<file path="src/sts_pkg.sv">
`timescale 1ns / 1ps
// ----------------------------------------------------------------------------
// sts_pkg
// Shared types and token codes for the source token scanner.
// ----------------------------------------------------------------------------
package sts_pkg;

    localparam int POSITION_BITS  = 32;
    localparam int QUEUE_DEPTH    = 4;
    localparam int QUEUE_PTR_BITS = $clog2(QUEUE_DEPTH);

    // token kinds
    localparam logic [4:0] KIND_INT     = 5'd0;
    localparam logic [4:0] KIND_NAME    = 5'd1;
    localparam logic [4:0] KIND_DO      = 5'd2;
    localparam logic [4:0] KIND_IF      = 5'd3;
    localparam logic [4:0] KIND_ELSE    = 5'd4;
    localparam logic [4:0] KIND_WHILE   = 5'd5;
    localparam logic [4:0] KIND_END     = 5'd6;
    localparam logic [4:0] KIND_STRING  = 5'd7;
    localparam logic [4:0] KIND_LPAREN  = 5'd8;
    localparam logic [4:0] KIND_RPAREN  = 5'd9;
    localparam logic [4:0] KIND_LBRACK  = 5'd10;
    localparam logic [4:0] KIND_RBRACK  = 5'd11;
    localparam logic [4:0] KIND_LBRACE  = 5'd12;
    localparam logic [4:0] KIND_RBRACE  = 5'd13;
    localparam logic [4:0] KIND_COMMA   = 5'd14;
    localparam logic [4:0] KIND_OPER    = 5'd15;
    localparam logic [4:0] KIND_UNKNOWN = 5'd16;
    localparam logic [4:0] KIND_EOF     = 5'd17;

    // operator codes
    localparam logic [3:0] OPC_ASSIGN = 4'd0;
    localparam logic [3:0] OPC_EQ     = 4'd1;
    localparam logic [3:0] OPC_GT     = 4'd2;
    localparam logic [3:0] OPC_GE     = 4'd3;
    localparam logic [3:0] OPC_LT     = 4'd4;
    localparam logic [3:0] OPC_LE     = 4'd5;
    localparam logic [3:0] OPC_NE     = 4'd6;
    localparam logic [3:0] OPC_ADD    = 4'd7;
    localparam logic [3:0] OPC_SUB    = 4'd8;
    localparam logic [3:0] OPC_MUL    = 4'd9;
    localparam logic [3:0] OPC_MOD    = 4'd10;
    localparam logic [3:0] OPC_DOT    = 4'd11;
    localparam logic [3:0] OPC_DIV    = 4'd12;

    // binding strengths
    localparam logic [4:0] PREC_NONE    = 5'd0;
    localparam logic [4:0] PREC_ASSIGN  = 5'd5;
    localparam logic [4:0] PREC_ADD     = 5'd10;
    localparam logic [4:0] PREC_MUL     = 5'd15;
    localparam logic [4:0] PREC_COMPARE = 5'd20;
    localparam logic [4:0] PREC_DOT     = 5'd25;

    typedef enum logic [2:0] {
        MODE_IDLE,
        MODE_INT,
        MODE_NAME,
        MODE_STR,
        MODE_CMT,
        MODE_OPW
    } scan_mode_t;

    typedef struct packed {
        logic [4:0]  kind;
        logic [3:0]  opc;
        logic [4:0]  prec;
        logic [31:0] start;
        logic [31:0] len;
        logic [7:0]  uch;
        logic        last;
    } token_t;

    // tokens caused by one input beat; tok1 is present only when two is set
    typedef struct packed {
        logic   two;
        token_t tok1;
        token_t tok0;
    } bundle_t;

endpackage

</file>
<file path="src/source_token_scanner.sv">
`timescale 1ns / 1ps
// ----------------------------------------------------------------------------
// source_token_scanner
// Streaming lexer: source bytes in, tokens with kind, operator code,
// precedence, start offset and length out.
// ----------------------------------------------------------------------------
// Feed the source one byte per beat (op low), then one end-of-input beat
// (op high), which flushes any open token, emits an eof token and returns the
// scanner to its reset state. A byte beat is taken every cycle while the
// four-entry token queue has room; a beat yields zero, one or two tokens, and
// the output port delivers one token per cycle while out_stall is low, so the
// sustained rate is one byte per cycle except where a byte both closes a token
// and forms one of its own, giving two tokens. Each token is queued and then
// registered at the output. last_of_run marks the final token of each beat.
// ----------------------------------------------------------------------------
module source_token_scanner
    import sts_pkg::*;
(
    input  logic        clk,
    input  logic        rst_n,
    input  logic        in_valid,
    output logic        in_stall,
    input  logic        op,
    input  logic [7:0]  char_in,
    output logic        out_valid,
    input  logic        out_stall,
    output logic [4:0]  token_kind,
    output logic [3:0]  operator_code,
    output logic [4:0]  precedence,
    output logic [31:0] token_start,
    output logic [31:0] token_length,
    output logic [7:0]  unknown_char,
    output logic        last_of_run
);

    logic    push;
    bundle_t push_data;
    logic    queue_full;
    logic    queue_empty;
    logic    pop;
    bundle_t head;

    sts_front u_front (
        .clk        (clk),
        .rst_n      (rst_n),
        .in_valid   (in_valid),
        .in_stall   (in_stall),
        .op         (op),
        .char_in    (char_in),
        .queue_full (queue_full),
        .push       (push),
        .push_data  (push_data)
    );

    sts_queue u_queue (
        .clk       (clk),
        .rst_n     (rst_n),
        .push      (push),
        .push_data (push_data),
        .full      (queue_full),
        .pop       (pop),
        .head      (head),
        .empty     (queue_empty)
    );

    sts_back u_back (
        .clk           (clk),
        .rst_n         (rst_n),
        .queue_empty   (queue_empty),
        .head          (head),
        .pop           (pop),
        .out_valid     (out_valid),
        .out_stall     (out_stall),
        .token_kind    (token_kind),
        .operator_code (operator_code),
        .precedence    (precedence),
        .token_start   (token_start),
        .token_length  (token_length),
        .unknown_char  (unknown_char),
        .last_of_run   (last_of_run)
    );

endmodule

</file>
<file path="src/sts_front.sv">
`timescale 1ns / 1ps
// ----------------------------------------------------------------------------
// sts_front
// Scanner front end: accepts source bytes, tracks the open token and hands
// the one or two tokens that each byte completes to the token queue.
// ----------------------------------------------------------------------------
module sts_front
    import sts_pkg::*;
(
    input  logic        clk,
    input  logic        rst_n,
    input  logic        in_valid,
    output logic        in_stall,
    input  logic        op,
    input  logic [7:0]  char_in,
    input  logic        queue_full,
    output logic        push,
    output bundle_t     push_data
);

    localparam logic [7:0] CH_LF     = 8'h0A;
    localparam logic [7:0] CH_QUOTE  = 8'h22;
    localparam logic [7:0] CH_BANG   = 8'h21;
    localparam logic [7:0] CH_PCT    = 8'h25;
    localparam logic [7:0] CH_LPAREN = 8'h28;
    localparam logic [7:0] CH_RPAREN = 8'h29;
    localparam logic [7:0] CH_STAR   = 8'h2A;
    localparam logic [7:0] CH_PLUS   = 8'h2B;
    localparam logic [7:0] CH_COMMA  = 8'h2C;
    localparam logic [7:0] CH_MINUS  = 8'h2D;
    localparam logic [7:0] CH_DOT    = 8'h2E;
    localparam logic [7:0] CH_SLASH  = 8'h2F;
    localparam logic [7:0] CH_LT     = 8'h3C;
    localparam logic [7:0] CH_EQ     = 8'h3D;
    localparam logic [7:0] CH_GT     = 8'h3E;
    localparam logic [7:0] CH_LBRACK = 8'h5B;
    localparam logic [7:0] CH_RBRACK = 8'h5D;
    localparam logic [7:0] CH_LBRACE = 8'h7B;
    localparam logic [7:0] CH_RBRACE = 8'h7D;

    localparam logic [39:0] KW_DO    = 40'h00_0000_646F;
    localparam logic [39:0] KW_IF    = 40'h00_0000_6966;
    localparam logic [39:0] KW_ELSE  = 40'h00_656C_7365;
    localparam logic [39:0] KW_WHILE = 40'h77_6869_6C65;
    localparam logic [39:0] KW_END   = 40'h00_0065_6E64;

    localparam logic [31:0] LEN_ONE  = 32'd1;
    localparam logic [31:0] LEN_TWO  = 32'd2;
    localparam logic [31:0] LEN_NONE = 32'd0;
    localparam logic [31:0] LEN_KW2  = 32'd2;
    localparam logic [31:0] LEN_KW3  = 32'd3;
    localparam logic [31:0] LEN_KW4  = 32'd4;
    localparam logic [31:0] LEN_KW5  = 32'd5;

    function automatic token_t make_tok(
        input logic [4:0]  kind,
        input logic [3:0]  opc,
        input logic [4:0]  prec,
        input logic [31:0] start,
        input logic [31:0] len,
        input logic [7:0]  uch
    );
        token_t t;
        t.kind  = kind;
        t.opc   = opc;
        t.prec  = prec;
        t.start = start;
        t.len   = len;
        t.uch   = uch;
        t.last  = 1'b0;
        return t;
    endfunction

    // pending operator resolved without an '=' partner
    function automatic token_t single_op(input logic [7:0] pend, input logic [31:0] start);
        token_t t;
        case (pend)
            CH_EQ:    t = make_tok(KIND_OPER, OPC_ASSIGN, PREC_ASSIGN, start, LEN_ONE, 8'h00);
            CH_GT:    t = make_tok(KIND_OPER, OPC_GT, PREC_MUL, start, LEN_ONE, 8'h00);
            CH_LT:    t = make_tok(KIND_OPER, OPC_LT, PREC_COMPARE, start, LEN_ONE, 8'h00);
            CH_SLASH: t = make_tok(KIND_OPER, OPC_DIV, PREC_MUL, start, LEN_ONE, 8'h00);
            default:  t = make_tok(KIND_UNKNOWN, OPC_ASSIGN, PREC_NONE, start, LEN_ONE, CH_BANG);
        endcase
        return t;
    endfunction

    // single-byte token formed by a byte that starts afresh
    function automatic token_t fresh_tok(input logic [7:0] c, input logic [31:0] start);
        token_t t;
        case (c)
            CH_LPAREN: t = make_tok(KIND_LPAREN, OPC_ASSIGN, PREC_NONE, start, LEN_ONE, 8'h00);
            CH_RPAREN: t = make_tok(KIND_RPAREN, OPC_ASSIGN, PREC_NONE, start, LEN_ONE, 8'h00);
            CH_LBRACK: t = make_tok(KIND_LBRACK, OPC_ASSIGN, PREC_NONE, start, LEN_ONE, 8'h00);
            CH_RBRACK: t = make_tok(KIND_RBRACK, OPC_ASSIGN, PREC_NONE, start, LEN_ONE, 8'h00);
            CH_LBRACE: t = make_tok(KIND_LBRACE, OPC_ASSIGN, PREC_NONE, start, LEN_ONE, 8'h00);
            CH_RBRACE: t = make_tok(KIND_RBRACE, OPC_ASSIGN, PREC_NONE, start, LEN_ONE, 8'h00);
            CH_COMMA:  t = make_tok(KIND_COMMA, OPC_ASSIGN, PREC_NONE, start, LEN_ONE, 8'h00);
            CH_PLUS:   t = make_tok(KIND_OPER, OPC_ADD, PREC_ADD, start, LEN_ONE, 8'h00);
            CH_MINUS:  t = make_tok(KIND_OPER, OPC_SUB, PREC_ADD, start, LEN_ONE, 8'h00);
            CH_STAR:   t = make_tok(KIND_OPER, OPC_MUL, PREC_MUL, start, LEN_ONE, 8'h00);
            CH_PCT:    t = make_tok(KIND_OPER, OPC_MOD, PREC_MUL, start, LEN_ONE, 8'h00);
            CH_DOT:    t = make_tok(KIND_OPER, OPC_DOT, PREC_DOT, start, LEN_ONE, 8'h00);
            default:   t = make_tok(KIND_UNKNOWN, OPC_ASSIGN, PREC_NONE, start, LEN_ONE, c);
        endcase
        return t;
    endfunction

    scan_mode_t               mode_reg, mode_next;
    logic [39:0]              prefix_reg, prefix_next;
    logic                     overflow_reg, overflow_next;
    logic [7:0]               pending_reg, pending_next;
    logic [POSITION_BITS-1:0] start_reg, start_next;
    logic [31:0]              len_reg, len_next;
    logic [POSITION_BITS-1:0] pos_reg, pos_next;

    logic        accept;
    logic [7:0]  c;
    logic [31:0] pos32;
    logic [31:0] start32;
    logic [31:0] len_inc;
    logic        is_dig;
    logic        is_let;
    logic        is_spc;
    logic        is_opw;
    logic        fresh;
    logic        opw_pair;
    logic        opw_cmt;
    logic [4:0]  name_kind;
    logic [3:0]  pair_opc;
    logic        r_valid;
    token_t      r_tok;
    logic        f_valid;
    token_t      f_tok;

    assign in_stall = queue_full;
    assign accept   = in_valid && !queue_full;
    assign c        = char_in;
    assign pos32    = 32'(pos_reg);
    assign start32  = 32'(start_reg);
    assign len_inc  = (len_reg == '1) ? len_reg : len_reg + LEN_ONE;

    always_comb
    begin
        is_dig   = c inside {[8'h30:8'h39]};
        is_let   = c inside {[8'h41:8'h5A], [8'h61:8'h7A]};
        is_spc   = c inside {8'h20, [8'h09:8'h0D]};
        is_opw   = c inside {CH_EQ, CH_GT, CH_LT, CH_BANG, CH_SLASH};
        opw_cmt  = (pending_reg == CH_SLASH) && (c == CH_SLASH);
        opw_pair = (c == CH_EQ) && (pending_reg != CH_SLASH);
    end

    always_comb
    begin
        name_kind = KIND_NAME;
        if (!overflow_reg)
        begin
            if (len_reg == LEN_KW2 && prefix_reg == KW_DO)
                name_kind = KIND_DO;
            else if (len_reg == LEN_KW2 && prefix_reg == KW_IF)
                name_kind = KIND_IF;
            else if (len_reg == LEN_KW4 && prefix_reg == KW_ELSE)
                name_kind = KIND_ELSE;
            else if (len_reg == LEN_KW5 && prefix_reg == KW_WHILE)
                name_kind = KIND_WHILE;
            else if (len_reg == LEN_KW3 && prefix_reg == KW_END)
                name_kind = KIND_END;
        end
    end

    always_comb
    begin
        case (pending_reg)
            CH_EQ:   pair_opc = OPC_EQ;
            CH_GT:   pair_opc = OPC_GE;
            CH_LT:   pair_opc = OPC_LE;
            default: pair_opc = OPC_NE;
        endcase
    end

    // does the byte start afresh after the open token is dealt with
    always_comb
    begin
        if (op)
            fresh = 1'b0;
        else
        begin
            case (mode_reg)
                MODE_INT:  fresh = !is_dig;
                MODE_NAME: fresh = !is_let;
                MODE_STR:  fresh = 1'b0;
                MODE_CMT:  fresh = 1'b0;
                MODE_OPW:  fresh = !(opw_cmt || opw_pair);
                default:   fresh = 1'b1;
            endcase
        end
    end

    // token outputs: r closes the open token, f is the byte's own token or eof
    always_comb
    begin
        r_valid = 1'b0;
        r_tok   = make_tok(KIND_INT, OPC_ASSIGN, PREC_NONE, start32, len_reg, 8'h00);
        f_valid = 1'b0;
        f_tok   = fresh_tok(c, pos32);
        if (op)
        begin
            f_valid = 1'b1;
            f_tok   = make_tok(KIND_EOF, OPC_ASSIGN, PREC_NONE, pos32, LEN_NONE, 8'h00);
            case (mode_reg)
                MODE_INT:
                    r_valid = 1'b1;
                MODE_STR:
                begin
                    r_valid = 1'b1;
                    r_tok.kind = KIND_STRING;
                end
                MODE_NAME:
                begin
                    r_valid = 1'b1;
                    r_tok.kind = name_kind;
                end
                MODE_OPW:
                begin
                    r_valid = 1'b1;
                    r_tok   = single_op(pending_reg, start32);
                end
                default:
                    r_valid = 1'b0;
            endcase
        end
        else
        begin
            case (mode_reg)
                MODE_INT:
                    r_valid = !is_dig;
                MODE_NAME:
                begin
                    r_valid    = !is_let;
                    r_tok.kind = name_kind;
                end
                MODE_STR:
                begin
                    r_valid    = (c == CH_QUOTE);
                    r_tok.kind = KIND_STRING;
                end
                MODE_OPW:
                begin
                    r_valid = !opw_cmt;
                    if (opw_pair)
                        r_tok = make_tok(KIND_OPER, pair_opc, PREC_COMPARE, start32,
                                         LEN_TWO, 8'h00);
                    else
                        r_tok = single_op(pending_reg, start32);
                end
                default:
                    r_valid = 1'b0;
            endcase
            f_valid = fresh && !(is_spc || is_dig || is_let || is_opw || c == CH_QUOTE);
        end

        push_data.two  = r_valid && f_valid;
        push_data.tok0 = r_valid ? r_tok : f_tok;
        push_data.tok1 = f_tok;
        push_data.tok0.last = !(r_valid && f_valid);
        push_data.tok1.last = 1'b1;
        push = accept && (r_valid || f_valid);
    end

    // scanner state update
    always_comb
    begin
        mode_next     = mode_reg;
        prefix_next   = prefix_reg;
        overflow_next = overflow_reg;
        pending_next  = pending_reg;
        start_next    = start_reg;
        len_next      = len_reg;
        pos_next      = pos_reg + 1'b1;
        if (op)
        begin
            // end of input: back to the reset state for the next source
            mode_next     = MODE_IDLE;
            prefix_next   = '0;
            overflow_next = 1'b0;
            pending_next  = '0;
            start_next    = '0;
            len_next      = '0;
            pos_next      = '0;
        end
        else
        begin
            case (mode_reg)
                MODE_INT:
                begin
                    if (is_dig)
                        len_next = len_inc;
                    else
                        mode_next = MODE_IDLE;
                end
                MODE_NAME:
                begin
                    if (is_let)
                    begin
                        len_next      = len_inc;
                        prefix_next   = {prefix_reg[31:0], c};
                        overflow_next = overflow_reg || (len_inc > LEN_KW5);
                    end
                    else
                        mode_next = MODE_IDLE;
                end
                MODE_STR:
                begin
                    if (c == CH_QUOTE)
                        mode_next = MODE_IDLE;
                    else
                        len_next = len_inc;
                end
                MODE_CMT:
                begin
                    if (c == CH_LF)
                        mode_next = MODE_IDLE;
                end
                MODE_OPW:
                begin
                    pending_next = '0;
                    mode_next    = opw_cmt ? MODE_CMT : MODE_IDLE;
                end
                default:
                    mode_next = MODE_IDLE;
            endcase

            if (fresh && !is_spc)
            begin
                if (is_dig)
                begin
                    mode_next  = MODE_INT;
                    start_next = pos_reg;
                    len_next   = LEN_ONE;
                end
                else if (is_let)
                begin
                    mode_next     = MODE_NAME;
                    start_next    = pos_reg;
                    len_next      = LEN_ONE;
                    prefix_next   = {32'h0, c};
                    overflow_next = 1'b0;
                end
                else if (c == CH_QUOTE)
                begin
                    mode_next  = MODE_STR;
                    start_next = pos_reg;
                    len_next   = LEN_ONE;
                end
                else if (is_opw)
                begin
                    mode_next    = MODE_OPW;
                    start_next   = pos_reg;
                    len_next     = LEN_ONE;
                    pending_next = c;
                end
            end
        end
    end

    always_ff @(posedge clk or negedge rst_n)
    begin
        if (!rst_n)
        begin
            mode_reg     <= MODE_IDLE;
            prefix_reg   <= '0;
            overflow_reg <= 1'b0;
            pending_reg  <= '0;
            start_reg    <= '0;
            len_reg      <= '0;
            pos_reg      <= '0;
        end
        else if (accept)
        begin
            mode_reg     <= mode_next;
            prefix_reg   <= prefix_next;
            overflow_reg <= overflow_next;
            pending_reg  <= pending_next;
            start_reg    <= start_next;
            len_reg      <= len_next;
            pos_reg      <= pos_next;
        end
    end

endmodule

</file>
<file path="src/sts_queue.sv">
`timescale 1ns / 1ps
// ----------------------------------------------------------------------------
// sts_queue
// Short queue of token bundles between the scanner front and back ends.
// ----------------------------------------------------------------------------
module sts_queue
    import sts_pkg::*;
(
    input  logic    clk,
    input  logic    rst_n,
    input  logic    push,
    input  bundle_t push_data,
    output logic    full,
    input  logic    pop,
    output bundle_t head,
    output logic    empty
);

    bundle_t                   entry_reg [QUEUE_DEPTH];
    logic [QUEUE_PTR_BITS-1:0] wr_ptr_reg, wr_ptr_next;
    logic [QUEUE_PTR_BITS-1:0] rd_ptr_reg, rd_ptr_next;
    logic [QUEUE_PTR_BITS:0]   count_reg, count_next;

    assign full  = (count_reg == (QUEUE_PTR_BITS+1)'(QUEUE_DEPTH));
    assign empty = (count_reg == '0);
    assign head  = entry_reg[rd_ptr_reg];

    always_comb
    begin
        wr_ptr_next = push ? wr_ptr_reg + 1'b1 : wr_ptr_reg;
        rd_ptr_next = pop  ? rd_ptr_reg + 1'b1 : rd_ptr_reg;
        count_next  = count_reg;
        if (push && !pop)
            count_next = count_reg + 1'b1;
        else if (pop && !push)
            count_next = count_reg - 1'b1;
    end

    always_ff @(posedge clk or negedge rst_n)
    begin
        if (!rst_n)
        begin
            wr_ptr_reg <= '0;
            rd_ptr_reg <= '0;
            count_reg  <= '0;
        end
        else
        begin
            wr_ptr_reg <= wr_ptr_next;
            rd_ptr_reg <= rd_ptr_next;
            count_reg  <= count_next;
        end
    end

    always_ff @(posedge clk)
    begin
        if (push)
            entry_reg[wr_ptr_reg] <= push_data;
    end

endmodule

</file>
<file path="src/sts_back.sv">
`timescale 1ns / 1ps
// ----------------------------------------------------------------------------
// sts_back
// Scanner back end: splits queued bundles into single tokens and drives the
// registered output channel at one token per cycle while out_stall is low.
// ----------------------------------------------------------------------------
module sts_back
    import sts_pkg::*;
(
    input  logic        clk,
    input  logic        rst_n,
    input  logic        queue_empty,
    input  bundle_t     head,
    output logic        pop,
    output logic        out_valid,
    input  logic        out_stall,
    output logic [4:0]  token_kind,
    output logic [3:0]  operator_code,
    output logic [4:0]  precedence,
    output logic [31:0] token_start,
    output logic [31:0] token_length,
    output logic [7:0]  unknown_char,
    output logic        last_of_run
);

    logic   sel_reg, sel_next;
    logic   valid_reg, valid_next;
    token_t tok_reg;
    logic   load;
    logic   take;
    token_t tok_sel;

    always_comb
    begin
        load       = !valid_reg || !out_stall;
        take       = load && !queue_empty;
        tok_sel    = sel_reg ? head.tok1 : head.tok0;
        // release the bundle once its final token is taken into the output register
        pop        = take && (sel_reg || !head.two);
        sel_next   = take ? !pop : sel_reg;
        valid_next = load ? !queue_empty : valid_reg;
    end

    always_ff @(posedge clk or negedge rst_n)
    begin
        if (!rst_n)
        begin
            sel_reg   <= 1'b0;
            valid_reg <= 1'b0;
        end
        else
        begin
            sel_reg   <= sel_next;
            valid_reg <= valid_next;
        end
    end

    always_ff @(posedge clk)
    begin
        if (take)
            tok_reg <= tok_sel;
    end

    assign out_valid     = valid_reg;
    assign token_kind    = tok_reg.kind;
    assign operator_code = tok_reg.opc;
    assign precedence    = tok_reg.prec;
    assign token_start   = tok_reg.start;
    assign token_length  = tok_reg.len;
    assign unknown_char  = tok_reg.uch;
    assign last_of_run   = tok_reg.last;

endmodule

</file>
<file path="config.mk">
export PLATFORM = sky130hd
export DESIGN_NAME = source_token_scanner
export DESIGN_NICKNAME = d
export VERILOG_FILES = /design/src/sts_pkg.sv /design/src/source_token_scanner.sv /design/src/sts_front.sv /design/src/sts_queue.sv /design/src/sts_back.sv
export SDC_FILE = /design/constraint.sdc
export NUM_CORES = 1
export LEC_CHECK = 0
export BUFFER_PORTS_ARGS = -buffer_cell sky130_fd_sc_hd__buf_2
export CORE_ASPECT_RATIO = 0.6
export CORE_MARGIN = 10
export CORE_UTILIZATION = 60
export CTS_BUF_LIST = sky130_fd_sc_hd__clkbuf_4
export DETAILED_ROUTE_END_ITERATION = 10
export GPL_TIMING_DRIVEN = 1
export PLACE_DENSITY = 0.76
export SLEW_MARGIN = 20
export SYNTH_ARGS = -nofsm -noshare
export SYNTH_HDL_FRONTEND = slang
export SYNTH_SLANG_ARGS = --single-unit
export TNS_END_PERCENT = 1
</file>
<file path="constraint.sdc">
create_clock -name clk -period 7.1 [get_ports clk]
set_input_delay 0 -clock clk [delete_from_list [all_inputs] [get_ports clk]]
set_output_delay 0 -clock clk [all_outputs]
set_load 0.01 [all_outputs]
</file>
Word-level counts from Yosys, hierarchy flattened
Memories as Yosys holds them, arrays and structs flattened.
Index checks and enable logic that the tools add are counted.
Cells by class
  add/subtract/negate cells: 6
  $mul: 0
  divide/modulo/power cells: 0
  magnitude comparators: 9
  equality and inequality tests: 41
  shift-type cells: 0
  mux-type cells: 77
  bitwise gates (word level): 0
  reduce and logical (&&, ||, !) cells: 53
Operators with widths (count)
  87-bit case mux with 12 select lines: 1
  32-bit 2-to-1 mux: 17
  87-bit 2-to-1 mux: 5
  87-bit case mux with 4 select lines: 1
  40-bit 2-to-1 mux: 6
  82-bit 2-to-1 mux: 2
  8-bit by 6-bit == test with 1-bit output (second input constant): 19
  32-bit case mux with 3 select lines: 1
  40-bit by 15-bit == test with 1-bit output (second input constant): 2
  32-bit by 1-bit adder with 32-bit output (second input constant): 2
  32-bit by 2-bit == test with 1-bit output (second input constant): 2
  32-bit by 3-bit == test with 1-bit output (second input constant): 2
  8-bit 2-to-1 mux: 7
  3-bit 2-to-1 mux: 14
  40-bit by 23-bit == test with 1-bit output (second input constant): 1
  40-bit by 31-bit == test with 1-bit output (second input constant): 1
  40-bit by 39-bit == test with 1-bit output (second input constant): 1
  32-bit == test (second input constant): 1
  8-bit by 7-bit == test with 1-bit output (second input constant): 4
  32-bit by 3-bit greater-than comparator with 1-bit output (second input constant): 1
  5-bit case mux with 3 select lines: 2
  5-bit 2-to-1 mux: 5
  1-bit logical AND: 20
  8-bit by 7-bit >= comparator with 1-bit output (second input constant): 2
  25 further kinds: 67
Storage, ports and cells
  register bits: 244
  bits in latches: 0
  memory bits (writable): 696
  bits in read-only memories: 0
  output and inout port bits: 89
  logic and storage cells: 206
  memories: 1
Memories
  u_queue.entry_reg: words 4, width 174, read ports 1, clocked after memory_dff 0, write ports 1, RTL line sts_queue.sv:19  | bundle_t entry_reg [QUEUE_DEPTH];

Longest topological paths before layout
Gate-level depths: netlist of the first run.
  word-level depth: 16
  mapped depth: 16
  depth with buffers taken out: 13

Cells and area by module
Synthesis of the first run repeated with hierarchy kept, for this count alone.
Second synthesis, totals
  cells, all modules: 2350
  area total of the unflattened synthesis: 39147.5 sq um
By module, submodules not included
  sts_queue: instances 1, cells an instance 949, area each 25647.1 sq um, sequential area each 21195.3 sq um
  sts_front: instances 1, cells an instance 1209, area each 9719.3 sq um, sequential area each 3703.6 sq um
  sts_back: instances 1, cells an instance 192, area each 3781.1 sq um, sequential area each 2662.6 sq um

Worst setup path before layout of the first run
No wires, ideal clock.
  path type: register to register
  start: register u_queue.count_reg[0]
  end: register u_queue.count_reg[1]
  arrival time: 6.280 ns
  required time: 6.975 ns
  slack: 0.696 ns
  cell stages (with the launch flop): 9
  path buffers: 0
  period minus slack after synthesis: 6.404 ns
  path through: dfrtp_1 nor3_1 a21oi_1 a21boi_0 inv_1 ha_1 inv_1 fa_1 mux2_2
On the way
  cells in the longest elaborated chain, start to end: 7
  elaborated cells on any way between the ends: 17
  classes of those cells: add/sub: 2; eq/ne: 1; mux: 2; reduce/logical: 12
RTL lines
  start: declaration: RTL line sts_queue.sv:22  | logic [QUEUE_PTR_BITS:0] count_reg, count_next;
  start signal: assignment: RTL line sts_queue.sv:51  | count_reg <= count_next;
  3-bit logical NOT: RTL line sts_queue.sv:25  | assign empty = (count_reg == '0);
  1-bit logical NOT: RTL line sts_back.sv:36  | take = load && !queue_empty;
  1-bit logical AND: RTL line sts_back.sv:36
  named net u_back.take: RTL line sts_back.sv:30  | logic take;
  1-bit logical AND: RTL line sts_back.sv:39  | pop = take && (sel_reg || !head.two);
  1-bit logical NOT: RTL line sts_queue.sv:33  | if (push && !pop)
  1-bit logical AND: RTL line sts_queue.sv:33
  3-bit 2-to-1 mux: RTL line sts_queue.sv:33
  named net u_queue.count_next[1]: RTL line sts_queue.sv:22
The timed path passes the listed nets, and every way through them passes these cells. The select of a mux whose other input is x is not followed.
A chain may end at the register's enable or synchronous reset.

==> summary.md, run 1 <==
| Metric | Value |
|---|---|
| Combinational share of power | `24.0%` |
| Sequential fraction of the synthesis area | `roughly 69%` |
| Final min period | `roughly 4.9 ns` |
| Row cnt | `67` |
| Power Density | `roughly 360 mW/mm²` |
| CTS Buffer Depth | `3` |
| Final ANT Viol Nets | `0` |
| Initial Utilization | `between 60% and 70%` |
| CP max stage cell | `o211a_2` |
| Cells after DPL | `just over 3000` |
| Detailed Place HPWL | `roughly 54000 µm` |
| Routed wire length | `between 80000 and 90000 µm` |
| Crit path buf inv count | `2` |
| Worst-path clk slew | `approximately 0.070 ns` |
| Clk pwr share | `roughly 28%` |
| Gpl congestion | `about 0.99` |
| Crit-path cells | `nor2b_1 -> nand2_2 -> nor2_1 -> or3_1 -> o211a_2 -> buf_4 -> nor3_2 -> a21o_1 -> dlygate4sd3_1` |
| Largest net degree at the start of global routing | `94` |
| CP Launch Type | `register` |
| Number of max-slew violations in the final report | `0` |
| Inserted Clock Buffers | `roughly 180` |
| Final worst-path cycle share | `between 60% and 70%` |
| Die Y | `approximately 200 µm` |
| Clk root buf | `clkbuf_4` |
| Switching share of power | `30.07%` |
| Critical path required time | `around 7.8 ns` |
| Number of global-route vias before repair | `21160` |
| Crit-path max FO | `52` |
| Slew @ Worst Pin | `1.089 ns` |
| Avg WL per Cell | `25.48 µm` |
| Post-cts repair resize count | `0` |
| Die width | `328.2 µm` |
| Fmax | `0.2034 GHz` |
| Synthesized area per cell | `approximately 15 µm²` |
| Finished Layout Cells | `3429` |
| DRC Markers | `0` |
| Internal power | `between 9000 and 10000 µW` |
| DR iter-0 viols | `3062` |
| Slew headroom | `a little over a quarter` |
| Leakage | `between 0.01 and 0.015 µW` |
| Initial antenna violation count | `5` |
| Clk_lat worst skew | `0.96 ns` |
| Via density | `between 6 and 7` |
| Commonest cells after routing, fill and taps aside | `edfxtp_1, nand2_1, clkbuf_4, dfrtp_1, mux4_2` |
| Top FF cell, synth | `edfxtp_1` |
| Grt total ovfl | `0` |
| Final hold viol count | `0` |
| Vias | `between 20000 and 25000` |
| Number of flops mapped to enable cells by yosys | `~660` |
| IO Count | `about 100` |
| Max H-tree Level | `4` |
| Async set-reset flop share out of synthesis | `approximately a fifth` |
| CP Class | `register to register` |
| IO Port Bufs | `just over 100` |
| Reg power frac | `about 48%` |
| CTS tree | `yes` |
| Yosys warning count | `0` |
| Setup TNS Final | `0 ns` |
| Fraction of layout cells with a size suffix above 1 | `approximately a quarter` |
| Skew final | `~0.054 ns` |
| Final net count | `approximately 2500` |
| Post-Syn Area | `about 0.034 mm²` |
| Crit path DAT | `between 5 and 6 ns` |
| Max reg flops | `~570` |
| Delay-heaviest family, CP | `simple AND/OR/NAND/NOR gates` |
| Status | `finished, final reports clean` |
| VDD IR max | `between 200 and 300 µV` |
| Switching Power | `just over 4000 µW` |
| Final setup fails | `0` |
| CP max stage delay | `between 0.7 and 0.8 ns` |
| Area Overhead vs Synth | `11.43%` |
| Post-synthesis cell type count | `85` |
| Maxcap violations | `0` |
| CORE AREA | `between 0.05 and 0.06 mm²` |
| RSZ-0062 raised after global routing | `false` |
| Commonest non-fill, non-tap cell in the layout | `edfxtp_1` |
| Hold Crit Class | `input pin to register` |
| Global-route wire length before repair | `about 130000 µm` |
| Full die area | `0.06724 mm²` |
| Mapped Nets | `roughly 2400` |
| TritonCTS Sinks | `816` |
| Worst setup EP type | `register` |
| 1st-pass router iterations | `6` |
| GRT Overall Usage | `a little over a quarter` |
| Cells after Synth | `about 2300` |
| Layout fillers | `roughly 3800` |
| Post-synthesis sequential element count | `about 820` |
area by class of cell:
class                   count  area, µm²  area share, %
diodes                      2      5.005        0.01314
clock buffers             291       2185          5.734
clock inverters            39      281.5         0.7390
inverters                  25      93.84         0.2463
multi-input cells        1343       9831          25.80
flip-flops and latches    816      23730          62.28
well taps                 759      949.7          2.493
repair buffers            154       1025          2.690
worst reg2reg max path: cells and delay by family (launching register included):
kind / cells / cell delay (ns)
buffers and inverters: 2 / 1.31
DFF: 1 / 0.56
AOI/OAI and AO/OA: 2 / 0.98
and+or+nand+nor: 5 / 1.84
power groups by stage:
| stage | registers (µW) | clock network [µW] | logic (µW) |
|---|---|---|---|
| after floorplan | 6730 | 0 | 2110 |
| after global placement | 6640 | 0 | 3270 |
| after detailed placement | 6690 | 0 | 3300 |
| after CTS | 6600 | 3880 | 3330 |
| after global routing | 6670 | 4140 | 3570 |
| final | 6600 | 3810 | 3280 |
worst paths after layout:
path	cells past startpoint	slack, ns	start	endpoint
max	9	2.18	u_front.mode_reg[1]$_DFFE_PN0P_	u_queue.entry_reg[0][6]$_DFFE_PP_
min	5	0.15	in_valid	u_front.pos32[4]$_DFFE_PN0P_
max reg2reg	9	2.18	u_front.mode_reg[1]$_DFFE_PN0P_	u_queue.entry_reg[0][6]$_DFFE_PP_
min reg2reg	2	0.49	u_front.pending_reg[3]$_DFFE_PN0P_	u_front.pending_reg[3]$_DFFE_PN0P_
max in group asynchronous	4	6.04	rst_n	u_front.start32[29]$_DFFE_PN0P_
min in group asynchronous	4	0.25	rst_n	u_front.len_reg[21]$_DFFE_PN0P_
metrics by stage:
stage | instance area [µm²] | util, % | setup WS (ns) | power, µW | hold WS [ns]
6_report | 38100 | 67.93 | 2.183 | 13680 | 0.1508
5_1_grt | 38100 | 67.93 | 1.945 | 14380 | 0.1071
4_1_cts | 38080 | 67.91 | 2.268 | 13810 | 0.05853
3_5_place_dp | 35410 | 63.14 | 2.291 | 9994 | 0.1757
3_3_place_gp | 35410 | 63.14 | 1.925 | 9911 | 0.1624
2_1_floorplan | 34190 | - | 0.6956 | 8842 | -0.2956
repair_timing:
action | in CTS | in global routing
buffers inserted | 0 | 0
hold buffers | 19 | 0
endpoints found under the hold margin | 355 | 0
routing by layer:
metal / routed length (µm) / vias to the layer above / global-route usage, % / part of all wire, %
met4: 976 / 6 / 5.998 / 1.1
met5: 41 / - / 0 / 0.047
met1: 37560 / 10730 / 39.61 / 43
met2: 36030 / 1221 / 34.43 / 41
met3: 12760 / 101 / 11.47 / 15
li1: - / 9390 / - / -
Yosys cell counts (all sizes together), types with 4 or more instances:
| cell type | number | area share [%] |
|---|---|---|
| and3 | 43 | 0.79 |
| or3 | 17 | 0.31 |
| xor2 | 25 | 0.64 |
| clkbuf | 95 | 1.0 |
| nor3b | 4 | 0.088 |
| or4 | 7 | 0.15 |
| mux4 | 143 | 9.4 |
| a21oi | 54 | 0.79 |
| nand2 | 419 | 4.6 |
| inv | 24 | 0.26 |
| and2 | 51 | 0.93 |
| nand2b | 6 | 0.11 |
| o211ai | 4 | 0.12 |
| o31ai | 21 | 0.48 |
| o21a | 5 | 0.11 |
| a22o | 41 | 1.1 |
| a21o | 11 | 0.24 |
| nor2 | 101 | 1.1 |
| a31oi | 10 | 0.18 |
| ha | 10 | 0.37 |
| xnor2 | 13 | 0.33 |
| nor3 | 32 | 0.50 |
| o21ai | 111 | 1.7 |
| or2 | 8 | 0.15 |
| nand4 | 37 | 0.70 |
| nand3 | 49 | 0.75 |
| edfxtp | 659 | 58 |
| a211oi | 4 | 0.088 |
| nor2b | 9 | 0.16 |
| dfrtp | 157 | 11 |
| mux2i | 4 | 0.12 |
| o311ai | 4 | 0.10 |
| mux2 | 5 | 0.16 |
| nand4b | 4 | 0.10 |
| nor4 | 33 | 0.65 |
| and4 | 7 | 0.18 |
| buf | 51 | 0.75 |
cells by family (layout without fill, tap and decap cells):
group | count (synthesis) | in the layout | share of synthesized area (%)
AOI/OAI and AO/OA | 301 | 301 | 5.771
muxes | 152 | 152 | 9.702
other | 0 | 2 | 0
adders and majority gates | 11 | 11 | 0.4245
DFF | 816 | 816 | 69.37
buffers and inverters | 171 | 509 | 2.071
xor gates and xnor gates | 38 | 38 | 0.9735
and+or+nand+nor | 841 | 841 | 11.69
No activity file was read; power rests on OpenSTA's default activity.
==> inputs of run 2 (changes only) <==
--- a/config.mk
+++ b/config.mk
@@ -5,6 +5,7 @@
 export SDC_FILE = /design/constraint.sdc
 export NUM_CORES = 1
 export LEC_CHECK = 0
+export ABC_AREA = 1
 export BUFFER_PORTS_ARGS = -buffer_cell sky130_fd_sc_hd__buf_2
 export CORE_ASPECT_RATIO = 0.6
 export CORE_MARGIN = 10
==> constraint.sdc (replaced) <==
create_clock -name clk -period 4.6 [get_ports clk]
set_input_delay 0 -clock clk [delete_from_list [all_inputs] [get_ports clk]]
set_output_delay 0 -clock clk [all_outputs]
set_load 0.01 [all_outputs]
==> run 2 against run 1 <==
Compared with the run above:
- register-to-register slack worse by 1.3 ns
- setup slack got worse by 1.3 ns
- sequential cell count is the same
- wire length rose by 14%
==> summary.md, run 2 <==
| Metric | Value |
|---|---|
| Status | `finished, final reports clean` |
| Cells after Synth | `3458 (+48%)` |
| Worst-path clk slew | `0.09 ns (+0.02 ns)` |
| Detailed Place HPWL | `61690 µm (+14%)` |
| TritonCTS Sinks | `816 (unchanged)` |
| Crit-path cells | `buf_4 -> buf_4 -> o21ai_0 -> o22ai_1 -> nor2_1 -> a31oi_1` |
| Async set-reset flop share out of synthesis | `19.24% (unchanged)` |
| Slew headroom | `19.12% (-7.7 points)` |
| DR iter-0 viols | `3434 (+12%)` |
| Gpl congestion | `0.9786 (-1.1%)` |
| Inserted Clock Buffers | `178 (-0.56%)` |
| Initial Utilization | `60.34% (-0.62 points)` |
| Post-cts repair resize count | `0 (unchanged)` |
| Row cnt | `69 (+3.0%)` |
| CTS Buffer Depth | `3 (unchanged)` |
| Sequential fraction of the synthesis area | `66.66% (-2.7 points)` |
| Final ANT Viol Nets | `0 (unchanged)` |
| Routed met3 length | `14060 µm (+10%)` |
| Synth top cells by count | `nor2_1, edfxtp_1, nand2_1` |
| Avg WL per Cell | `21.90 µm (-14%)` |
| Via density | `5.996 (-4.1%)` |
| CORE AREA | `0.05897 mm² (+5.1%)` |
| Full die area | `0.06976 mm² (+3.7%)` |
| Number of global-route vias before repair | `26370 (+25%)` |
| Commonest cells after routing, fill and taps aside | `nor2_1, edfxtp_1, nand2_1, o21ai_0, clkbuf_4` |
| Design area | `0.03938 mm² (+3.4%)` |
| Mapped Nets | `3482 (+48%)` |
| Fin util | `66.79% (-1.1 points)` |
| Routed wire length | `99400 µm (+14%)` |
| GRT Overall Usage | `27.79% (+1.6 points)` |
| Final min period | `3.676 ns (-1.241 ns)` |
| VDD IR max | `582.5 µV (+130%)` |
| CP Class | `register to register` |
| CP max stage delay | `0.88 ns (+0.12 ns)` |
| Power Density | `555.5 mW/mm² (+55%)` |
| CP max stage cell | `dfrtp_4` |
| Synthesized area per cell | `10.29 µm² (-30%)` |
| Vias | `27220 (+27%)` |
| Top post-synthesis cells by area | `edfxtp_1, dfrtp_1, nor2_1, nand2_1, o21ai_0` |
| Number of flops mapped to enable cells by yosys | `659 (unchanged)` |
| Global-route wire length before repair | `150600 µm (+14%)` |
| Final setup fails | `0 (unchanged)` |
| Die Y | `208.6 µm (+1.8%)` |
| Fmax | `0.2721 GHz (+34%)` |
| Yosys warning count | `0 (unchanged)` |
| Leakage | `0.01497 µW (+7.2%)` |
| Post-Syn Area | `0.03558 mm² (+4.1%)` |
| Hold Crit Class | `input pin to asynchronous set/reset pin` |
| Final worst-path cycle share | `79.91% (+11 points)` |
| Commonest non-fill, non-tap cell in the layout | `nor2_1` |
| Cell taking the most area after synthesis | `edfxtp_1` |
| Fraction of layout cells with a size suffix above 1 | `13.24% (-10 points)` |
| Max reg flops | `572 (unchanged)` |
| Most common cell in the synthesized netlist | `nor2_1` |
| Crit path DAT | `4.32 ns (-1.28 ns)` |
| Met2 routed WL | `40540 µm (+13%)` |
| Post-synthesis sequential element count | `816 (unchanged)` |
| RSZ-0062 raised after global routing | `false` |
| Skew final | `0.08413 ns (+0.03015 ns)` |
| Post-Place Cell Area | `0.03679 mm² (+3.9%)` |
| Max H-tree Level | `4 (unchanged)` |
| WL met1 | `43220 µm (+15%)` |
| Initial antenna violation count | `4 (-1)` |
| Critical path required time | `5.24 ns (-2.54 ns)` |
| Setup TNS Final | `0 ns (unchanged)` |
| CP Launch Type | `register` |
| Crit-path max FO | `74 (+42%)` |
| CP dominant cell by count | `buf_4` |
| Crit path buf inv count | `2 (unchanged)` |
| Die width | `334.4 µm (+1.9%)` |
| Grt total ovfl | `0 (unchanged)` |
| Slew @ Worst Pin | `1.204 ns (+0.1151 ns)` |
| Clk_lat worst skew | `0.96 ns (about the same)` |
| Layout fillers | `4444 (+16%)` |
| CTS tree | `yes` |
| Area Overhead vs Synth | `10.69%` |
| Delay-heaviest family, CP | `buffers and inverters` |
| IO Port Bufs | `101 (unchanged)` |
| Maxcap violations | `0 (unchanged)` |
| Largest net degree at the start of global routing | `131 (+39%)` |
| Top FF cell, synth | `edfxtp_1` |
| IO Count | `102 (unchanged)` |
| 1st-pass router iterations | `7 (+1)` |
| Post-synthesis cell type count | `49 (-42%)` |
| Uppermost routed layer | `met4` |
| Top cell type's share of synthesized area | `55.62% (-2.3 points)` |
| Number of max-slew violations in the final report | `0 (unchanged)` |
| Worst setup EP type | `register` |
| Final net count | `3640 (+43%)` |
| Final hold viol count | `0 (unchanged)` |
| Clk root buf | `clkbuf_4` |
| DRC Markers | `0 (unchanged)` |
-- run 2: cell count changes after synthesis, moves of 59 or more --
| cell | change |
|---|---|
| nor2_1 | +571 |
| mux4_2 | -143 |
| o22ai_1 | +59 |
| o21ai_1 | +102 |
| o21ai_0 | +289 |
| inv_1 | +164 |
| nand2_1 | +172 |
-- run 2: layout make-up --
cell class	instances	area [µm²]	area share, %
timing repair buffer	160	1184	3.005
sequential	816	23730	60.24
inverter	211	809.5	2.055
clock buffer	276	2072	5.261
multi-input combinational	2249	10300	26.14
tap	781	977.2	2.481
clock inverter	43	312.8	0.7942
antenna	3	7.507	0.01906
-- run 2: routing by layer --
layer,global-route usage (%),vias to the layer above
li1,-,12370
met1,41.21,13100
met2,37.54,1602
met3,10.99,144
met4,7.312,0
met5,0,-
-- run 2: worst paths after layout --
kind,from,endpoint,slack (ns),depth (start not counted)
hold / removal,rst_n,u_front.len_reg[22]$_DFFE_PN0P_,0.17,4
setup reg to reg,u_queue.rd_ptr_reg[0]$_DFFE_PN0P_,u_back.token_start[9]$_DFFE_PP_,0.92,6
min in group clk,char_in[4],u_queue.entry_reg[2][5]$_DFFE_PP_,0.17,4
setup / recovery,u_queue.rd_ptr_reg[0]$_DFFE_PN0P_,u_back.token_start[9]$_DFFE_PP_,0.92,6
max in group asynchronous,rst_n,u_front.pending_reg[3]$_DFFE_PN0P_,3.73,4
hold reg to reg,u_front.start32[3]$_DFFE_PN0P_,u_front.start32[3]$_DFFE_PN0P_,0.49,2
-- run 2: logic make-up after synthesis --
| logic type | count (synthesis) | synth area share (%) |
|---|---|---|
| buf+inv | 393 | 4.491 |
| fa+ha+maj | 11 | 0.4079 |
| simple gates | 1522 | 17.62 |
| flops | 816 | 66.66 |
| xor+xnor | 14 | 0.3446 |
| compound gates | 702 | 10.48 |
-- run 2: power breakdown --
part	leakage [µW]	switching (µW)	total, µW	internal [µW]
sequential	0.00853	506	9960	9460
clock	0.00142	2810	5820	3010
combinational	0.00502	4370	6090	1730
total	0.0150	7690	21900	14200
-- run 2: metrics by stage --
stage | hold WS (ns) | total power [µW] | instances | setup slack, ns
floorplan | -0.2956 | 13860 | 3458 | -1.226
global placement | 0.02819 | 15870 | 4199 | 1.064
detailed placement | 0.03453 | 16090 | 4199 | 1.015
CTS | 0.08431 | 21900 | 4536 | 0.9420
global route | 0.1491 | 23030 | 4538 | 0.6467
finish | 0.1691 | 21880 | 4539 | 0.9243
-- run 2: tightest hold or removal path, stage by stage --
cell           delay [ns]
dlygate4sd3_1        0.52
dlygate4sd3_1        0.56
buf_6                0.14
buf_16               0.26
-- run 2: what timing repair did --
action | 4_1_cts | 5_1_grt
buffers inserted | 0 | 0
hold buffers | 18 | 0
hold endpoints to repair | 328 | 0
